==> src/sv/tgaks_pkg.sv <==
// Package for the two-generation aging key set.
// Holds the shared constants, the controller state type and the token that runs along the cell row.
package tgaks_pkg;

    localparam int GEN_CAPACITY_DEFAULT = 512;
    localparam int KEY_W = 64;
    localparam int LIMIT_W = 9;
    localparam logic [LIMIT_W-1:0] AGE_LIMIT_RESET = 9'd500;
    localparam logic [KEY_W-1:0] KEY_FORCE_BITS = 64'h3;

    typedef enum logic [1:0] {
        CMD_ADD   = 2'd0,
        CMD_CHECK = 2'd1,
        CMD_AGE   = 2'd2,
        CMD_NONE  = 2'd3
    } cmd_t;

    typedef enum logic [1:0] {
        TOK_INSERT   = 2'd0,
        TOK_TAKE_CUR = 2'd1,
        TOK_TAKE_OLD = 2'd2
    } tok_op_t;

    typedef struct packed {
        logic             valid;
        tok_op_t          op;
        logic             done;
        logic [KEY_W-1:0] key;
    } token_t;

    typedef enum logic [1:0] {
        ST_IDLE      = 2'd0,
        ST_SWEEP_CUR = 2'd1,
        ST_SWEEP_OLD = 2'd2,
        ST_FINISH    = 2'd3
    } state_t;

endpackage

==> src/sv/tgaks_cell.sv <==
// One slot of the key row: a current and an old key with their valid bits.
// Depends on tgaks_pkg for the token type.
module tgaks_cell
(
    input  logic            clk,
    input  logic            rst_n,
    input  logic            rotate,
    input  tgaks_pkg::token_t tok_in,
    output tgaks_pkg::token_t tok_out
);
    import tgaks_pkg::*;

    logic [KEY_W-1:0] cur_key_reg;
    logic [KEY_W-1:0] old_key_reg;
    logic             cur_valid_reg;
    logic             old_valid_reg;
    logic             tok_valid_reg;
    tok_op_t          tok_op_reg;
    logic             tok_done_reg;
    logic [KEY_W-1:0] tok_key_reg;
    logic             act;

    always_comb
    begin
        act = 1'b0;
        if (tok_in.valid && !tok_in.done)
        begin
            unique case (tok_in.op)
                TOK_INSERT:   act = !cur_valid_reg;
                TOK_TAKE_CUR: act = cur_valid_reg && (cur_key_reg == tok_in.key);
                TOK_TAKE_OLD: act = old_valid_reg && (old_key_reg == tok_in.key);
                default:      act = 1'b0;
            endcase
        end
    end

    always_ff @(posedge clk or negedge rst_n)
    begin
        if (!rst_n)
        begin
            cur_valid_reg <= 1'b0;
            old_valid_reg <= 1'b0;
            tok_valid_reg <= 1'b0;
        end
        else
        begin
            tok_valid_reg <= tok_in.valid;
            if (rotate)
            begin
                old_valid_reg <= cur_valid_reg;
                cur_valid_reg <= 1'b0;
            end
            else if (act)
            begin
                unique case (tok_in.op)
                    TOK_INSERT:   cur_valid_reg <= 1'b1;
                    TOK_TAKE_CUR: cur_valid_reg <= 1'b0;
                    TOK_TAKE_OLD: old_valid_reg <= 1'b0;
                    default:      cur_valid_reg <= cur_valid_reg;
                endcase
            end
        end
    end

    always_ff @(posedge clk)
    begin
        tok_op_reg   <= tok_in.op;
        tok_key_reg  <= tok_in.key;
        tok_done_reg <= tok_in.done || act;
        if (rotate)
        begin
            old_key_reg <= cur_key_reg;
        end
        else if (act && (tok_in.op == TOK_INSERT))
        begin
            cur_key_reg <= tok_in.key;
        end
    end

    always_comb
    begin
        tok_out.valid = tok_valid_reg;
        tok_out.op    = tok_op_reg;
        tok_out.done  = tok_done_reg;
        tok_out.key   = tok_key_reg;
    end

endmodule

==> config.mk <==
export PLATFORM = sky130hd
export DESIGN_NAME = tgaks_cell
export DESIGN_NICKNAME = d
export VERILOG_FILES = /design/src/sv/tgaks_pkg.sv /design/src/sv/tgaks_cell.sv
export SDC_FILE = /design/constraint.sdc
export NUM_CORES = 1
export LEC_CHECK = 0
export ABC_AREA = 1
export BUFFER_PORTS_ARGS = -buffer_cell sky130_fd_sc_hd__buf_2
export CAP_MARGIN = 30
export CORE_MARGIN = 2
export CORE_UTILIZATION = 55
export DETAILED_ROUTE_END_ITERATION = 16
export GPL_ROUTABILITY_DRIVEN = 0
export HOLD_SLACK_MARGIN = 0.03
export PLACE_DENSITY = 0.79
export SKIP_CTS_REPAIR_TIMING = 1
export SLEW_MARGIN = 20
export SYNTH_ARGS = -nofsm -noshare
export SYNTH_HDL_FRONTEND = slang
export SYNTH_SLANG_ARGS = --single-unit
==> constraint.sdc <==
create_clock -name clk -period 9.1 [get_ports clk]
set_clock_uncertainty 0.1 [all_clocks]
set_input_delay 0 -clock clk [delete_from_list [all_inputs] [get_ports clk]]
set_output_delay 0 -clock clk [all_outputs]
set_load 0.01 [all_outputs]
# Word level (Yosys, flattened, before mapping)
# Cells that the tools add are included.
[totals] regBits=198 output_inout_bits=68
[classes] n_eq_ne=4 n_mux=8 n_bitwise=1 reduce_logical=14
[ops] op="64-bit equality test" count=2
[ops] op="1-bit two-way mux" count=6
[ops] op="2-bit AND reduction" count=3
[ops] op="1-bit logical AND" count=4
[ops] op="2-bit nonzero test" count=2
[ops] op="1-bit case mux with 3 select lines" count=1
[ops] op="3-bit nonzero test" count=1
[ops] op="2-bit by 1-bit equality test with 1-bit output (second input constant)" count=1
[ops] op="2-bit equality test (second input constant)" count=1
[ops] op="1-bit zero test" count=2
[ops] op="2-bit zero test" count=1
[ops] op="1-bit case mux with 2 select lines" count=1
[ops] op="1-bit logical OR" count=1
[ops] op="1-bit NOT" count=1

# Depth between registers and ports, before layout
[depth] depth_word=6 depth_mapped=13

# Least setup slack after synthesis
# OpenSTA, ideal clock, no wires.
[synth_path] path_type="register to register" start="reg cur_key_reg[9]" end="reg cur_key_reg[0], enable pin" setup_time_ns=0.418 arrival_ns=2.390 path_slack_ns=6.192 stages_incl_launch_ff=12 n_path_buf=0 cell_sequence="edfxtp_1 nand2_2 nand2_1 nor2_1 nand2_1 nor2_1 nand2_1 nor2_2 nand3_1 nand3_2 nand4_2 inv_1"
[synth_via] elab_chain_len=6
[synth_rtl] item="start: declaration" line_no="tgaks_cell.sv:13" source="logic [KEY_W-1:0] cur_key_reg;"
[synth_rtl] item="start signal: assignment" line_no="tgaks_cell.sv:76" source="cur_key_reg <= tok_in.key;"
[synth_rtl] item="64-bit equality test" line_no="tgaks_cell.sv:30" source="TOK_TAKE_CUR: act = cur_valid_reg && (cur_key_reg == tok_in.key);"
[synth_rtl] item="1-bit logical AND" line_no="tgaks_cell.sv:30"
[synth_rtl] item="1-bit case mux with 3 select lines" line_no="tgaks_cell.sv:28" source="unique case (tok_in.op)"
[synth_rtl] item="1-bit two-way mux" line_no="tgaks_cell.sv:26" source="if (tok_in.valid && !tok_in.done)"
[synth_rtl] item="1-bit logical AND" line_no="tgaks_cell.sv:74" source="else if (act && (tok_in.op == TOK_INSERT))"
[synth_rtl] item="2-bit AND reduction (no source line)"
# Every way passes these cells.
# A chain may end at the register's enable or synchronous reset.

# Final worst setup path
[layout_path] start="reg cur_key_reg[12]" end="reg cur_key_reg[57], enable pin"
# Same word-level chain as after synthesis.

==> flow_metrics.py <==
metrics = {
    "synth": {
        "syn_inst": 679,
        "synth_top_family_by_area": "simple AND/OR/NAND/NOR gates",
        "synthAdderAreaFrac_pct": 0,
        "syn-num-nets": 750,
        "synth_edf_count": 128,
        "synth_compound_area_share_pct": 0.167,
        "netlist_area_um2": 7500,
        "synthXorXnorAreaFrac_pct": 7.24,
        "yosys.area_share.simple_pct": 17.4,
        "synthArstFlopShare_pct": 1.52,
        "ys_ff_latch": 198,
        "avgSynthCellArea_um2": 11.1,
        "synth.area.mux_share_pct": 0,
        "yosysSeqAreaShare_pct": 70.1,
        "synth_cell_types": 21,
        "yosys_warnings": 0,
        "ys_dominant_reg_cell": "edfxtp_1",
    },
    "worst_setup_path": {
        "cpMostUsedCell": "nand2_1",
        "crit_family": "buffers and inverters",
        "crit_arrival_ns": 2.90,
        "crit_path_max_fanout": 35,
        "cp_cell_sequence": "nand2_2 > nand2_1 > nor2_1 > nand2_1 > nor2_1 > nand2_1 > nor2_2 > nand3_1 > nand3_2 > nand4_2 > inv_2 > buf_4",
        "required_ns": 9.08,
        "crit_buf_inv": 2,
        "critPathMaxStageDelay_ns": 0.52,
        "critPathCaptureType": "flip-flop",
        "cpMaxStageDelayCell": "buf_4",
        "startpoint_type": "flip-flop",
        "crit_type": "reg -> reg",
    },
    "pwr": {
        "leakagePower_nw": 4.33,
        "peakVddDrop_uv": 184,
        "power_density_nw_per_um2": 190,
    },
    "detailed_routing": {
        "vias_per_cell": 4.58,
        "dr.pass1.iters": 4,
        "drc": 0,
        "wire_per_inst_um": 13.2,
        "vias": 5020,
        "drt_iter0_markers": 326,
        "drt-total-wl_mm": 14.4,
        "ant_nets": 0,
    },
    "clocking": {
        "insertion_delay_ns": 0.44,
        "cts_tree": "yes",
        "clockBufferDepth": 2,
        "path_clk_slew_ns": 0.08,
        "cts_root_buffer": "clkbuf_16",
        "cts_buffers": 17,
        "htreeDepth": 4,
        "clock_sinks": 198,
    },
    "sta": {
        "setup_viol": 0,
        "setup_ws_ns": 6.18,
        "rsz0062_at_grt": "no",
        "timing.fmax_ghz": 0.343,
        "period_share_pct": 32.1,
        "worst_pin_slew_ns": 0.916,
        "maxSlewViolCount": 0,
        "finalHoldViolations": 0,
        "finalSetupTns_ns": 0,
        "max_slew_margin_pct": 38.9,
        "min_period_ns": 2.92,
    },
    "layout": {
        "synthToLayoutAreaGrowth_pct": 29.1,
        "layout_commonest_cell": "nand2_1",
        "n_antenna_cell": 0,
        "drive_above_1_share_pct": 23.2,
        "final_cell_mix": "198 x nand2_1, 138 x buf_2, 128 x edfxtp_1",
        "nets": 978,
    },
    "floorplanning": {
        "die_x_um": 121,
        "start_util_pct": 56.4,
        "die_y_um": 121,
        "core_um2": 13300,
        "die_area_um2": 14600,
        "io_pins": 139,
        "num_rows": 42,
    },
    "outcome": {
        "status": "complete, no violations",
    },
    "hold_path": {
        "hp-class": "in -> reg",
    },
    "grt": {
        "grt_use_total_pct": 18.6,
        "grt_pass1_wl_mm": 20.5,
        "antenna_found_initial": 0,
        "grt_max_degree": 68,
        "grt_remaining_overflow": 0,
        "grt_pass1_vias": 4423,
    },
    "place": {
        "dpl.hpwl_mm": 8.90,
        "dp_slack_ns": 6.16,
        "port_buffers": 138,
    },
    "job": {
        "maxCapViolations": 0,
    },
}
-- where the power goes --
group	leakage [nW]	switching [mW]	internal [mW]
Clock	0.285	0.342	0.374
Combinational	2.23	0.0741	0.0663
Sequential	1.81	0.00779	0.979
-- synthesized netlist by cell type, types with 3 or more instances --
cell / n / share of area [%]
or2_2: 15 / 1.3
nor2_2: 5 / 0.42
dfxtp_1: 67 / 18
nand3_1: 17 / 1.1
nand2_1: 198 / 9.9
edfxtp_1: 128 / 51
dfrtp_1: 3 / 1.0
xnor2_1: 48 / 5.6
inv_1: 84 / 4.2
nand4_1: 4 / 0.33
nor2_1: 71 / 3.6
xor2_1: 14 / 1.6
inv_2: 14 / 0.70
-- routing by layer --
layer | wire (µm) | track usage (%) | share of wire (%)
met5 | 0 | 0 | 0
met4 | 269 | 7.49 | 1.9
met3 | 662 | 6.04 | 4.6
met2 | 7310 | 30.1 | 51
met1 | 6180 | 23.2 | 43
-- kinds of logic after synthesis --
family | after synthesis
flip-flops | 198
AND/OR/NAND/NOR | 317
XOR/XNOR | 62
buffers and inverters | 100
AO/OA/AOI/OAI | 2
-- through the flow --
step	util [%]	instance area [µm²]	hold slack (ns)	total power [mW]	std cells
floorplan	-	7500	-0.396	1.06	679
global placement	63.3	8420	-0.301	1.12	993
detailed placement	63.3	8420	-0.300	1.12	993
CTS	67.5	8980	-0.771	1.83	1025
global route	72.9	9690	0.148	1.91	1096
finish	72.9	9690	0.153	1.84	1096
-- path summary, 6_finish.rpt --
check / endpoint / slack, ns / cells past startpoint / startpoint
min reg2reg: old_key_reg[32] / 0.35 / 0 / cur_key_reg[32]
max: cur_key_reg[57] / 6.18 / 12 / cur_key_reg[12]
min in group asynchronous: old_valid_reg / 0.36 / 3 / rst_n
min: tok_key_reg[33] / 0.15 / 2 / tok_in[33]
max reg2reg: cur_key_reg[57] / 6.18 / 12 / cur_key_reg[12]
max in group asynchronous: cur_valid_reg / 8.39 / 3 / rst_n
-- cell type report --
type                    count  area [µm²]
multi-input cells         381        1860
flip-flops and latches    198        5260
well taps                 176         220
fillers                   878        3610
clock inverters            13         110
inverters                  98         368
clock buffers              19         453
repair buffers            211        1420
Note: power is estimated with default switching activity, not from simulation.
