File: src/sv/tgaks_pkg.sv
// Package for the two-generation aging key set.
// Holds the shared constants, the controller state type and the token that runs along the cell row.
package tgaks_pkg;

    localparam int GEN_CAPACITY_DEFAULT = 512;
    localparam int KEY_W = 64;
    localparam int LIMIT_W = 9;
    localparam logic [LIMIT_W-1:0] AGE_LIMIT_RESET = 9'd500;
    localparam logic [KEY_W-1:0] KEY_FORCE_BITS = 64'h3;

    typedef enum logic [1:0] {
        CMD_ADD   = 2'd0,
        CMD_CHECK = 2'd1,
        CMD_AGE   = 2'd2,
        CMD_NONE  = 2'd3
    } cmd_t;

    typedef enum logic [1:0] {
        TOK_INSERT   = 2'd0,
        TOK_TAKE_CUR = 2'd1,
        TOK_TAKE_OLD = 2'd2
    } tok_op_t;

    typedef struct packed {
        logic             valid;
        tok_op_t          op;
        logic             done;
        logic [KEY_W-1:0] key;
    } token_t;

    typedef enum logic [1:0] {
        ST_IDLE      = 2'd0,
        ST_SWEEP_CUR = 2'd1,
        ST_SWEEP_OLD = 2'd2,
        ST_FINISH    = 2'd3
    } state_t;

endpackage

File: src/sv/tgaks_ctrl.sv
// Sequencer of the key set: takes requests, launches tokens into the cell row and builds results.
// Depends on tgaks_pkg; drives the rotate line and the head of the row.
module tgaks_ctrl #(
    parameter int GEN_CAPACITY = tgaks_pkg::GEN_CAPACITY_DEFAULT
)
(
    input  logic                               clk,
    input  logic                               rst_n,
    input  logic                               in_valid,
    output logic                               in_ready,
    input  tgaks_pkg::cmd_t                    in_cmd,
    input  logic [tgaks_pkg::KEY_W-1:0]        in_hash,
    input  logic                               in_gossip,
    output logic                               out_valid,
    input  logic                               out_ready,
    output logic                               out_found,
    output logic                               out_aged,
    input  logic [tgaks_pkg::LIMIT_W-1:0]      age_limit,
    output logic                               rotate,
    output tgaks_pkg::token_t                  tok_head,
    input  tgaks_pkg::token_t                  tok_tail
);
    import tgaks_pkg::*;

    localparam int CW = $clog2(GEN_CAPACITY + 1);
    localparam int MW = (CW > LIMIT_W) ? CW : LIMIT_W;

    state_t           state_reg;
    state_t           state_next;
    logic [CW-1:0]    count_reg;
    logic [KEY_W-1:0] key_reg;
    tok_op_t          op_reg;
    logic             launch_reg;
    logic             launch_next;
    logic             found_reg;
    logic             aged_reg;
    logic             out_valid_reg;
    logic             out_found_reg;
    logic             out_aged_reg;
    logic             accept;
    logic             full;
    logic             over_limit;
    logic             tail_seen;
    logic             out_free;

    assign accept     = in_valid && in_ready;
    assign full       = (count_reg == CW'(GEN_CAPACITY));
    assign over_limit = (MW'(count_reg) > MW'(age_limit));
    assign tail_seen  = tok_tail.valid;
    assign out_free   = !out_valid_reg || out_ready;

    always_comb
    begin
        state_next  = state_reg;
        launch_next = 1'b0;
        unique case (state_reg)
            ST_IDLE:
            begin
                if (accept)
                begin
                    if (in_gossip && (in_cmd == CMD_ADD || in_cmd == CMD_CHECK))
                    begin
                        state_next  = ST_SWEEP_CUR;
                        launch_next = 1'b1;
                    end
                    else
                    begin
                        state_next = ST_FINISH;
                    end
                end
            end
            ST_SWEEP_CUR:
            begin
                if (tail_seen)
                begin
                    if (op_reg == TOK_TAKE_CUR && !tok_tail.done)
                    begin
                        state_next  = ST_SWEEP_OLD;
                        launch_next = 1'b1;
                    end
                    else
                    begin
                        state_next = ST_FINISH;
                    end
                end
            end
            ST_SWEEP_OLD:
            begin
                if (tail_seen)
                begin
                    state_next = ST_FINISH;
                end
            end
            ST_FINISH:
            begin
                if (out_free)
                begin
                    state_next = ST_IDLE;
                end
            end
            default: state_next = ST_IDLE;
        endcase
    end

    always_comb
    begin
        in_ready = (state_reg == ST_IDLE);
        rotate   = 1'b0;
        unique case (state_reg)
            ST_IDLE:
            begin
                rotate = in_valid && ((in_cmd == CMD_AGE) ||
                         (in_cmd == CMD_ADD && in_gossip && full));
            end
            ST_SWEEP_CUR:
            begin
                rotate = tail_seen && (op_reg == TOK_INSERT) && over_limit;
            end
            ST_SWEEP_OLD: rotate = 1'b0;
            ST_FINISH:    rotate = 1'b0;
            default:      rotate = 1'b0;
        endcase
    end

    always_comb
    begin
        tok_head.valid = launch_reg;
        tok_head.op    = op_reg;
        tok_head.done  = 1'b0;
        tok_head.key   = key_reg;
    end

    always_ff @(posedge clk or negedge rst_n)
    begin
        if (!rst_n)
        begin
            state_reg     <= ST_IDLE;
            count_reg     <= '0;
            launch_reg    <= 1'b0;
            out_valid_reg <= 1'b0;
        end
        else
        begin
            state_reg  <= state_next;
            launch_reg <= launch_next;
            if (state_reg == ST_FINISH && out_free)
            begin
                out_valid_reg <= 1'b1;
            end
            else if (out_ready)
            begin
                out_valid_reg <= 1'b0;
            end
            unique case (state_reg)
                ST_IDLE:
                begin
                    if (accept)
                    begin
                        if (in_cmd == CMD_AGE)
                        begin
                            count_reg <= '0;
                        end
                        else if (in_gossip && in_cmd == CMD_ADD)
                        begin
                            count_reg <= full ? CW'(1) : count_reg + CW'(1);
                        end
                    end
                end
                ST_SWEEP_CUR:
                begin
                    if (tail_seen)
                    begin
                        if (op_reg == TOK_INSERT)
                        begin
                            if (over_limit)
                            begin
                                count_reg <= '0;
                            end
                        end
                        else if (tok_tail.done)
                        begin
                            count_reg <= count_reg - CW'(1);
                        end
                    end
                end
                ST_SWEEP_OLD: count_reg <= count_reg;
                ST_FINISH:    count_reg <= count_reg;
                default:      count_reg <= count_reg;
            endcase
        end
    end

    always_ff @(posedge clk)
    begin
        unique case (state_reg)
            ST_IDLE:
            begin
                if (accept)
                begin
                    key_reg   <= in_hash | KEY_FORCE_BITS;
                    op_reg    <= (in_cmd == CMD_ADD) ? TOK_INSERT : TOK_TAKE_CUR;
                    found_reg <= 1'b0;
                    aged_reg  <= (in_cmd == CMD_AGE) ||
                                 (in_cmd == CMD_ADD && in_gossip && full);
                end
            end
            ST_SWEEP_CUR:
            begin
                if (tail_seen)
                begin
                    if (op_reg == TOK_INSERT)
                    begin
                        aged_reg <= aged_reg || over_limit;
                    end
                    else if (tok_tail.done)
                    begin
                        found_reg <= 1'b1;
                    end
                    else
                    begin
                        op_reg <= TOK_TAKE_OLD;
                    end
                end
            end
            ST_SWEEP_OLD:
            begin
                if (tail_seen)
                begin
                    found_reg <= tok_tail.done;
                end
            end
            ST_FINISH:
            begin
                if (out_free)
                begin
                    out_found_reg <= found_reg;
                    out_aged_reg  <= aged_reg;
                end
            end
            default: found_reg <= found_reg;
        endcase
    end

    assign out_valid = out_valid_reg;
    assign out_found = out_found_reg;
    assign out_aged  = out_aged_reg;

endmodule

File: config.mk
export PLATFORM = sky130hd
export DESIGN_NAME = tgaks_ctrl
export DESIGN_NICKNAME = d
export VERILOG_FILES = /design/src/sv/tgaks_pkg.sv /design/src/sv/tgaks_ctrl.sv
export SDC_FILE = /design/constraint.sdc
export NUM_CORES = 1
export LEC_CHECK = 0
export BUFFER_PORTS_ARGS = -buffer_cell sky130_fd_sc_hd__buf_4
export CAP_MARGIN = 0
export CORE_MARGIN = 4
export CORE_UTILIZATION = 46
export DETAILED_ROUTE_END_ITERATION = 8
export PLACE_DENSITY = 0.83
export SETUP_SLACK_MARGIN = 0.1
export SLEW_MARGIN = 20
export SYNTH_ARGS = -nofsm -noshare
export SYNTH_HDL_FRONTEND = slang
export SYNTH_SLANG_ARGS = --single-unit
export TNS_END_PERCENT = 10
File: constraint.sdc
create_clock -name clk -period 6.99 [get_ports clk]
set_input_delay 0 -clock clk [delete_from_list [all_inputs] [get_ports clk]]
set_output_delay 0 -clock clk [all_outputs]
set_load 0.02 [all_outputs]
Word level (Yosys, flattened, before mapping)
Index checks and enable logic that the tools add are counted.
{"block": "word_totals", "register_bits": 82, "input_bits": 148, "output_inout_bits": 73, "elab_cells": 101}
{"block": "op_classes", "addsub": 2, "n_lt_le_gt_ge": 1, "n_eq_ne": 18, "muxes": 40, "n_bitwise": 1, "reduce_logical": 29}
{"cell": "10-bit two-way mux", "n": 8}
{"cell": "10-bit one-hot mux with 2 select lines", "n": 1}
{"cell": "2-bit two-way mux", "n": 9}
{"cell": "1-bit two-way mux", "n": 16}
{"cell": "2-bit inequality test (second input constant)", "n": 7}
{"cell": "6-bit AND reduction", "n": 2}
{"cell": "10-bit by 1-bit adder with 10-bit output (second input constant)", "n": 1}
{"cell": "10-bit equality test (second input constant)", "n": 1}
{"cell": "10-bit by 9-bit greater-than comparator with 1-bit output", "n": 1}
{"cell": "10-bit by 1-bit subtractor with 10-bit output (second input constant)", "n": 1}
{"cell": "1-bit logical AND", "n": 9}
{"cell": "2-bit one-hot mux with 4 select lines", "n": 1}
{"cell": "4-bit AND reduction", "n": 2}
{"cell": "2-bit by 1-bit equality test with 1-bit output (second input constant)", "n": 3}
{"cell": "2-bit equality test (second input constant)", "n": 3}
{"cell": "2-bit logical NOT", "n": 3}
{"cell": "3-bit inequality test (second input constant)", "n": 2}
{"cell": "1-bit one-hot mux with 3 select lines", "n": 2}
{"cell": "5-bit AND reduction", "n": 1}
{"cell": "1-bit logical OR", "n": 4}
{"cell": "1-bit one-hot mux with 2 select lines", "n": 2}
{"cell": "2-bit one-hot mux with 2 select lines", "n": 1}
{"cell": "2-bit AND reduction", "n": 2}
{"cell": "2-bit nonzero test", "n": 2}
{"cell": "other kinds (6)", "n": 7}

Longest topological paths before layout
{"block": "depth", "word_depth": 6, "mapped_depth": 10}

Worst setup path before layout
Ideal clock, no wire load.
{"block": "synth_timing", "path_type": "reg2reg", "startpoint": "register state_reg[0]", "endpoint": "register key_reg[10], enable pin", "setup_ns": 0.428, "arrival_ns": 2.571, "path_slack_ns": 3.991, "stages_incl_launch_ff": 5, "period_less_slack_ns": 2.999, "cell_sequence": "dfrtp_1 > inv_1 > ha_1 > clkbuf_1 > and2_1"}
{"block": "synth_between", "elab_chain_len": 3}
{"element": "start, declared", "line": "tgaks_ctrl.sv:28", "text": "state_t state_reg;"}
{"element": "start signal, assigned", "line": "tgaks_ctrl.sv:144", "text": "state_reg <= state_next;"}
{"element": "2-bit logical NOT *", "line": "tgaks_ctrl.sv:107", "text": "in_ready = (state_reg == ST_IDLE);"}
{"element": "via in_ready", "line": "tgaks_ctrl.sv:10", "text": "output logic in_ready,"}
{"element": "1-bit logical AND", "line": "tgaks_ctrl.sv:46", "text": "assign accept = in_valid && in_ready;"}
{"element": "2-bit AND reduction (no source line) *"}
{"element": "end signal, assigned", "line": "tgaks_ctrl.sv:200", "text": "key_reg <= in_hash | KEY_FORCE_BITS;"}
{"element": "end, declared", "line": "tgaks_ctrl.sv:31", "text": "logic [KEY_W-1:0] key_reg;"}
Mark *: on every way through the listed nets, which the timed path passes. The rest lies on a longest branch.
A chain may end at the register's enable or synchronous reset.

Final worst setup path
{"block": "layout_timing", "startpoint": "register state_reg[1]", "endpoint": "register count_reg[7]"}
{"block": "layout_between", "elab_chain_len": 4, "elab_cells_between_ends": 14}
{"element": "2-bit logical NOT or 2-bit equality test (tied branches)", "line": "tgaks_ctrl.sv:107, tgaks_ctrl.sv:154"}
{"element": "1-bit logical AND or 2-bit OR reduction (tied branches)"}
{"element": "2-bit by 1-bit inequality test with 1-bit output (no source line) or 1-bit NOT (tied branches)"}
{"element": "6-bit AND reduction (no source line)"}
{"element": "end signal, assigned", "line": "tgaks_ctrl.sv:165", "text": "count_reg <= full ? CW'(1) : count_reg + CW'(1);"}
{"element": "end signal, assigned", "line": "tgaks_ctrl.sv:182", "text": "count_reg <= count_reg - CW'(1);"}
{"element": "end signal, assigned", "line": "tgaks_ctrl.sv:186", "text": "ST_SWEEP_OLD: count_reg <= count_reg;"}
{"element": "end, declared", "line": "tgaks_ctrl.sv:30", "text": "logic [CW-1:0] count_reg;"}
Several ways; a longest one is shown, not always the timed one.

==> flow_summary.toml <==
[place]
dp_hpwl_mm = 7.121
gp_congestion = 0.8914
io_buffers = 149

[critical_path]
required_ps = 7230
critical_path_peak_fanout = 12
arrival_ps = 3340
crit_type = "reg -> reg"
start_kind = "flip-flop"
end_kind = "flip-flop"

[clock_tree]
cts_root_buffer = "clkbuf_8"
cts_tree = "done"
clockBufferDepth = 2
clk_latency_ps = 360
clk_pin_slew_ps = 90
numCtsBuffers = 9
cts.sinks = 82
htreeDepth = 3

[detailed_routing]
wl_mm = 12.03
via_per_inst = 5.255
drc = 0
wl_per_cell_um = 20.60
met1_length_mm = 4.617
met2_wirelength_mm = 6.181
wl_met3_mm = 1.056
first_pass_iters = 4
antenna_left = 0
vias = 3069
top_layer = "met4"
drtIter0Drc = 149

[synth]
netlist_area_um2 = 3568
seq_area_frac_synth_pct = 67.04
synth_most_common_cell = "edfxtp_1"
synthArstFlopShare_pct = 17.07
synth_area_leaders = "edfxtp_1 57%, dfrtp_1 9.8%, ha_1 5.3%, inv_1 2.0%, nor2_1 2.0%"
synth_edf_count = 68
synth_cell_types = 51
yosys_warnings = 0
synth_top_cell_by_area = "edfxtp_1"
ys_ff_latch = 82
synth-main-ff-cell = "edfxtp_1"
netlist_instances = 261
synth.avg_cell_area_um2 = 13.67
synth_common_cells = "68 x edfxtp_1, 19 x inv_1, 19 x nor2_1"
synth_top_area_share_pct = 57.22

[die]
num_rows = 31
core_area_um2 = 7408
die_h_um = 96.08
pin_count = 221
die_w_um = 96.08
die_area_um2 = 9230
start_util_pct = 48.17

[timing]
report.final.slew_viol_count = 0
setup_viol = 0
fin_crit_sh_pct = 44.38
worst_pin_slew_ps = 891.2
rsz0062_at_grt = "false"
min_period_ps = 3102
relSlewSlack_pct = 40.19
tns_ps = 0
skew_ps = 11.57
hold_viol_final = 0
fmax_mhz = 322.4

[run_status]
status = "finished clean"

[power_and_ir_drop]
pwr-share-clk_pct = 17.8
pwr-share-comb_pct = 40.4
power.total_mw = 1.835
total_leakage_power_nw = 2.382
seqPwrFrac_pct = 41.9
sw_frac_of_total_pct = 39.59
intPower_mw = 1.108
ir_worst_vdd_mv = 0.2590
netSwitchingPower_uw = 726.4
p_per_area_nw_per_um2 = 327.2

[cells_and_area]
largest_reg_flops = 62
num_antenna_cells = 0
fillers = 458
syn_to_final_growth_pct = 57.12
layout-drive-gt1-share_pct = 36.91
final_util_pct = 75.68
num-nets-final = 643

[grt]
gr-total-overflow = 0
grt_max_degree = 47
grt_pass1_wl_mm = 17.55
grt_pass1_vias = 3141
antenna_found_initial = 0
grt_usage_pct = 26.24

[job]
max_cap_viol_count = 0

[worst_hold_path]
hold_class = "in -> reg"
==> final timing paths <==
path / start / endpoint / slack (ps) / cells past startpoint
worst max-delay path: state_reg[1]$_DFFE_PN0P_ / count_reg[7]$_DFFE_PN0P_ / 3890 / 7
worst min-delay path: in_cmd[0] / op_reg[0]$_SDFFCE_PP0P_ / 30 / 3
worst max register to register: state_reg[1]$_DFFE_PN0P_ / count_reg[7]$_DFFE_PN0P_ / 3890 / 7
worst min register to register: found_reg$_DFFE_PP_ / out_found$_DFFE_PP_ / 420 / 0
max in group asynchronous: rst_n / count_reg[0]$_DFFE_PN0P_ / 6760 / 2
min in group asynchronous: rst_n / state_reg[1]$_DFFE_PN0P_ / 40 / 2
==> layout by cell type, fill, tap and decap left out, types with 3 or more instances in the layout <==
cell type        n
a211oi_1         5
a21oi_1         11
a22oi_1          4
and3_1           3
buf_4          150
clkbuf_8         9
conb_1           3
dfrtp_1         14
dlygate4sd3_1   67
edfxtp_1        68
ha_1            15
inv_1           19
nand2_1         16
nand2b_1         3
nand3_1          8
nor2_1          19
nor3_1           4
o21ai_0          6
o221ai_1         3
o22a_1           7
o31ai_1          4
or2_2            3
or3_1            3
==> per-layer routing <==
layer | global-route usage [%] | vias up
met2 | 46.18 | 148
met5 | 0 | -
li1 | - | 1418
met4 | 7.227 | 0
met1 | 31.63 | 1487
met3 | 6.959 | 16
==> through the flow <==
step | setup slack, ps | instance area (µm²) | cells | hold slack [ps]
after floorplan | 3991 | 3572 | 262 | -295.6
after global placement | 4009 | 4750 | 501 | -129.2
after detailed placement | 3951 | 4750 | 501 | -132.3
after CTS | 3926 | 5607 | 584 | 14.93
after global routing | 3701 | 5607 | 584 | 25.06
final | 3888 | 5607 | 584 | 27.55
==> repair_timing <==
item,in CTS,in global routing
hold endpoints to repair,79,0
gates resized for setup,0,0
hold buffers,67,0
setup buffers,0,0
==> layout make-up <==
| type | count | area [µm²] | area share (%) |
|---|---|---|---|
| inverters | 20 | 75.07 | 1.339 |
| well taps | 99 | 123.9 | 2.209 |
| flip-flops and latches | 82 | 2392 | 42.67 |
| repair buffers | 217 | 1797 | 32.05 |
| multi-input cells | 150 | 1032 | 18.41 |
| clock inverters | 7 | 62.56 | 1.116 |
| clock buffers | 9 | 123.9 | 2.209 |
==> power groups by stage <==
stage	combinational (mW)	clock (mW)	sequential [mW]
2_1_floorplan	0.390	0	0.841
3_3_place_gp	0.675	0	0.763
3_5_place_dp	0.697	0	0.768
4_1_cts	0.732	0.321	0.758
5_1_grt	0.803	0.359	0.781
6_report	0.740	0.326	0.768
==> critical path, cell delays in order (launching register included) <==
cell      delay (ps)
dfrtp_1          420
inv_1             90
ha_1             320
o21ai_1          540
or2_2            250
nand3_1          380
or2_2            560
a2111o_1         430
==> logic make-up (layout without fill, tap and decap cells) <==
group                    after synthesis  after routing  share of synthesized area (%)
multiplexers                           1              1                         0.3155
buffers and inverters                 30            253                          4.172
flip-flops                            82             82                          67.04
other                                  2              3                         0.2105
adder cells (fa/ha/maj)               15             15                          5.259
AND/OR/NAND/NOR                       74             74                          10.98
AO/OA/AOI/OAI                         57             57                          12.03
Power figures use the tool's default switching activity.
